### src/hdl/bbrt_ram.sv
// Generic single-port-write, single-port-read RAM with registered read data.
// No dependencies; contents are undefined until written.
`timescale 1ns / 1ps

module bbrt_ram #(
  parameter int WIDTH = 12,
  parameter int DEPTH = 256
) (
  input  logic                     clk_i,
  input  logic                     we_i,
  input  logic [$clog2(DEPTH)-1:0] waddr_i,
  input  logic [WIDTH-1:0]         wdata_i,
  input  logic [$clog2(DEPTH)-1:0] raddr_i,
  output logic [WIDTH-1:0]         rdata_o
);

  logic [WIDTH-1:0] mem_q [DEPTH];
  logic [WIDTH-1:0] rdata_q;

  always_ff @(posedge clk_i) begin
    if (we_i) begin
      mem_q[waddr_i] <= wdata_i;
    end
    rdata_q <= mem_q[raddr_i];
  end

  assign rdata_o = rdata_q;

endmodule

### config.mk
export PLATFORM = sky130hd
export DESIGN_NAME = bbrt_ram
export DESIGN_NICKNAME = d
export VERILOG_FILES = /design/src/hdl/bbrt_ram.sv
export SDC_FILE = /design/constraint.sdc
export NUM_CORES = 2
export LEC_CHECK = 0
export ABC_AREA = 1
export BUFFER_PORTS_ARGS = -buffer_cell sky130_fd_sc_hd__buf_2
export CAP_MARGIN = 20
export CORE_MARGIN = 4
export CORE_UTILIZATION = 55
export CTS_CLUSTER_SIZE = 25
export DETAILED_ROUTE_END_ITERATION = 10
export PLACE_DENSITY = 0.71
export RECOVER_POWER = 25
export SYNTH_ARGS = -nofsm -noshare
export SYNTH_HDL_FRONTEND = slang
export SYNTH_SLANG_ARGS = --single-unit
export TNS_END_PERCENT = 10
### constraint.sdc
create_clock -name clk_i -period 2.5 [get_ports clk_i]
set_clock_uncertainty 0.2 [all_clocks]
set_input_delay 0.25 -clock clk_i [delete_from_list [all_inputs] [get_ports clk_i]]
set_output_delay 0.25 -clock clk_i [all_outputs]
set_load 0.02 [all_outputs]
==> results.py <==
metrics = {
    "die": {
        "die_y_um": 485,
        "pin_count": 42,
        "dieArea_um2": 235000,
        "die_w_um": 485,
        "initial_utilization_pct": 55.4,
        "core_area_um2": 225000,
        "rows": 174,
    },
    "timing": {
        "slew_viol_final": 593,
        "tightest_slew_ns": 2.25,
        "hold-worst-slack_ns": 0.117,
        "grt_setup_unrepaired": "false",
        "post-route-period-util_pct": 98.2,
        "setup_violations": 0,
        "min_period_ns": 2.46,
        "slew_headroom_pct": -49.7,
        "hold_viol_final": 0,
        "setup_tns_ns": 0,
        "fmax_ghz": 0.407,
    },
    "global_route": {
        "grt_antenna_before_repair": 19,
        "track_usage_pct": 30.1,
        "grt_pass1_wl_um": 531000,
        "grt_max_degree": 76,
        "gr-total-overflow": 0,
        "grt_pass1_vias": 82700,
    },
    "route": {
        "wirelength_um": 359000,
        "initialDrtViolationCount": 12800,
        "avgViaCountPerCell": 6.14,
        "wire_per_inst_um": 25.5,
        "ant_nets": 0,
        "drc": 0,
        "firstDrtPassIters": 6,
        "vias": 86400,
    },
    "critical_path": {
        "arrival_ns": 2.90,
        "critPathRequiredTime_ns": 2.95,
        "endpoint_kind": "register",
        "critPathMaxFanout": 59,
        "startpoint_type": "primary input",
        "crit_type": "in -> reg",
    },
    "job": {
        "cap_viol_max_count": 9,
    },
    "logic_synthesis": {
        "yosysSeqAreaShare_pct": 74.1,
        "syn_area_um2": 125000,
        "yosysWarningCount": 0,
        "synth_cells": 10300,
        "syn_avg_cell_area_um2": 12.1,
        "synth_nets": 10300,
        "synth_cell_types": 15,
        "synth_seq_cells": 3084,
    },
    "power": {
        "vdd_ir_drop_max_uv": 807,
        "cellLeakagePower_nw": 51.4,
        "p_per_area_nw_per_um2": 759,
        "finalPower_w": 0.109,
    },
    "cts": {
        "cts_setup_buffers": 0,
        "root_buffer": "clkbuf_16",
        "clock_tree.buffer_depth": 4,
        "clk_pin_slew_ns": 0.06,
        "cts-htree-levels": 5,
        "clk_latency_ns": 0.96,
        "clock-sinks": 3084,
        "cts_tree": "done",
        "cts_buffers": 317,
    },
    "cells_and_area": {
        "fillers": 16200,
        "fin_util_pct": 63.7,
        "area_growth_syn_to_layout_pct": 14.9,
        "final_nets": 10900,
        "drive_gt1_share_pct": 11.9,
    },
    "outcome": {
        "violations": "max-capacitance violations, max-slew violations",
        "outcome": "finished with violations",
    },
    "placement": {
        "hpwl_um": 220000,
        "gp_congestion": 0.918,
        "port_buffers": 41,
    },
    "worst_hold_path": {
        "hold_path.class": "in -> reg",
    },
}
## power breakdown
part           switching [W]  internal (W)
registers           0.000104        0.0570
clock network         0.0190        0.0254
logic                0.00527       0.00217
## worst max-delay path, cell delays in order
cell and delay, ns:
dlygate4sd3_1 0.52, clkbuf_2 1.27, clkbuf_4 0.75
## stage by stage
step	cells	cell area (µm²)	worst slack [ns]
finish	14100	144000	0.0450
global placement	13500	134000	-0.597
detailed placement	13500	134000	-0.598
floorplan	10300	125000	0.383
CTS	14100	144000	0.0635
global route	14100	144000	0.0241
## final timing paths
| kind | from | endpoint | slack [ns] | depth (start not counted) |
|---|---|---|---|---|
| max | wdata_i[3] | mem_q[255][3] | 0.04 | 3 |
| min reg2reg | mem_q[90][7] | rdata_o[7] | 0.77 | 10 |
| min | raddr_i[4] | rdata_o[7] | 0.12 | 8 |
| max reg2reg | mem_q[143][7] | rdata_o[7] | 0.10 | 10 |
## repair_timing
action	CTS	global route
hold buffers	30	0
endpoints found under the setup margin	0	151
resized for setup	0	12
hold endpoints to repair	3498	0
## cells in the final DEF, fill, tap and decap left out, drive strengths merged
master,count
nand2,3167
clkinvlp,9
clkinv,112
nor2,283
edfxtp,3072
buf,882
inv,46
dlygate4sd3,28
clkbuf,417
nand3,3027
dfxtp,12
diode,13
bufinv,18
dlymetal6s4s,3
## cells in the mapped netlist (all sizes together)
master     n  area share [%]
nor2     283            0.85
clkbuf   119            0.36
clkinv     2          0.0060
nand3   3027              12
edfxtp  3072              74
inv       37            0.11
buf      592             3.0
dfxtp     12            0.19
nand2   3167             9.5
## routing by layer
metal  vias to the layer above  routed length [µm]  global-route usage, %
met5                         -                  39                      0
met4                         6               20400                   15.0
met3                       954               42100                   6.17
met2                      5672              165000                   46.5
met1                     42000              132000                   41.0
li1                      37800                   -                      -
## kinds of logic after synthesis
family | share of synthesized area [%]
buffers and inverters | 3.44
DFF | 74.1
and+or+nand+nor | 22.5
## sequential cells by signal, indices dropped and copies added (netlist names)
register and count:
rdata_o 12, mem_q 3072
## layout make-up
class | instances | area [µm²] | share of cell area [%]
Tap cell | 2992 | 3740 | 2.61
Antenna cell | 13 | 32.5 | 0.0227
Clock inverter | 146 | 1170 | 0.813
Clock buffer | 387 | 8340 | 5.81
Multi-Input combinational cell | 6477 | 28100 | 19.6
Inverter | 39 | 185 | 0.129
Sequential cell | 3084 | 92500 | 64.4
Timing Repair Buffer | 943 | 9440 | 6.57
No activity file was read; power rests on OpenSTA's default activity.
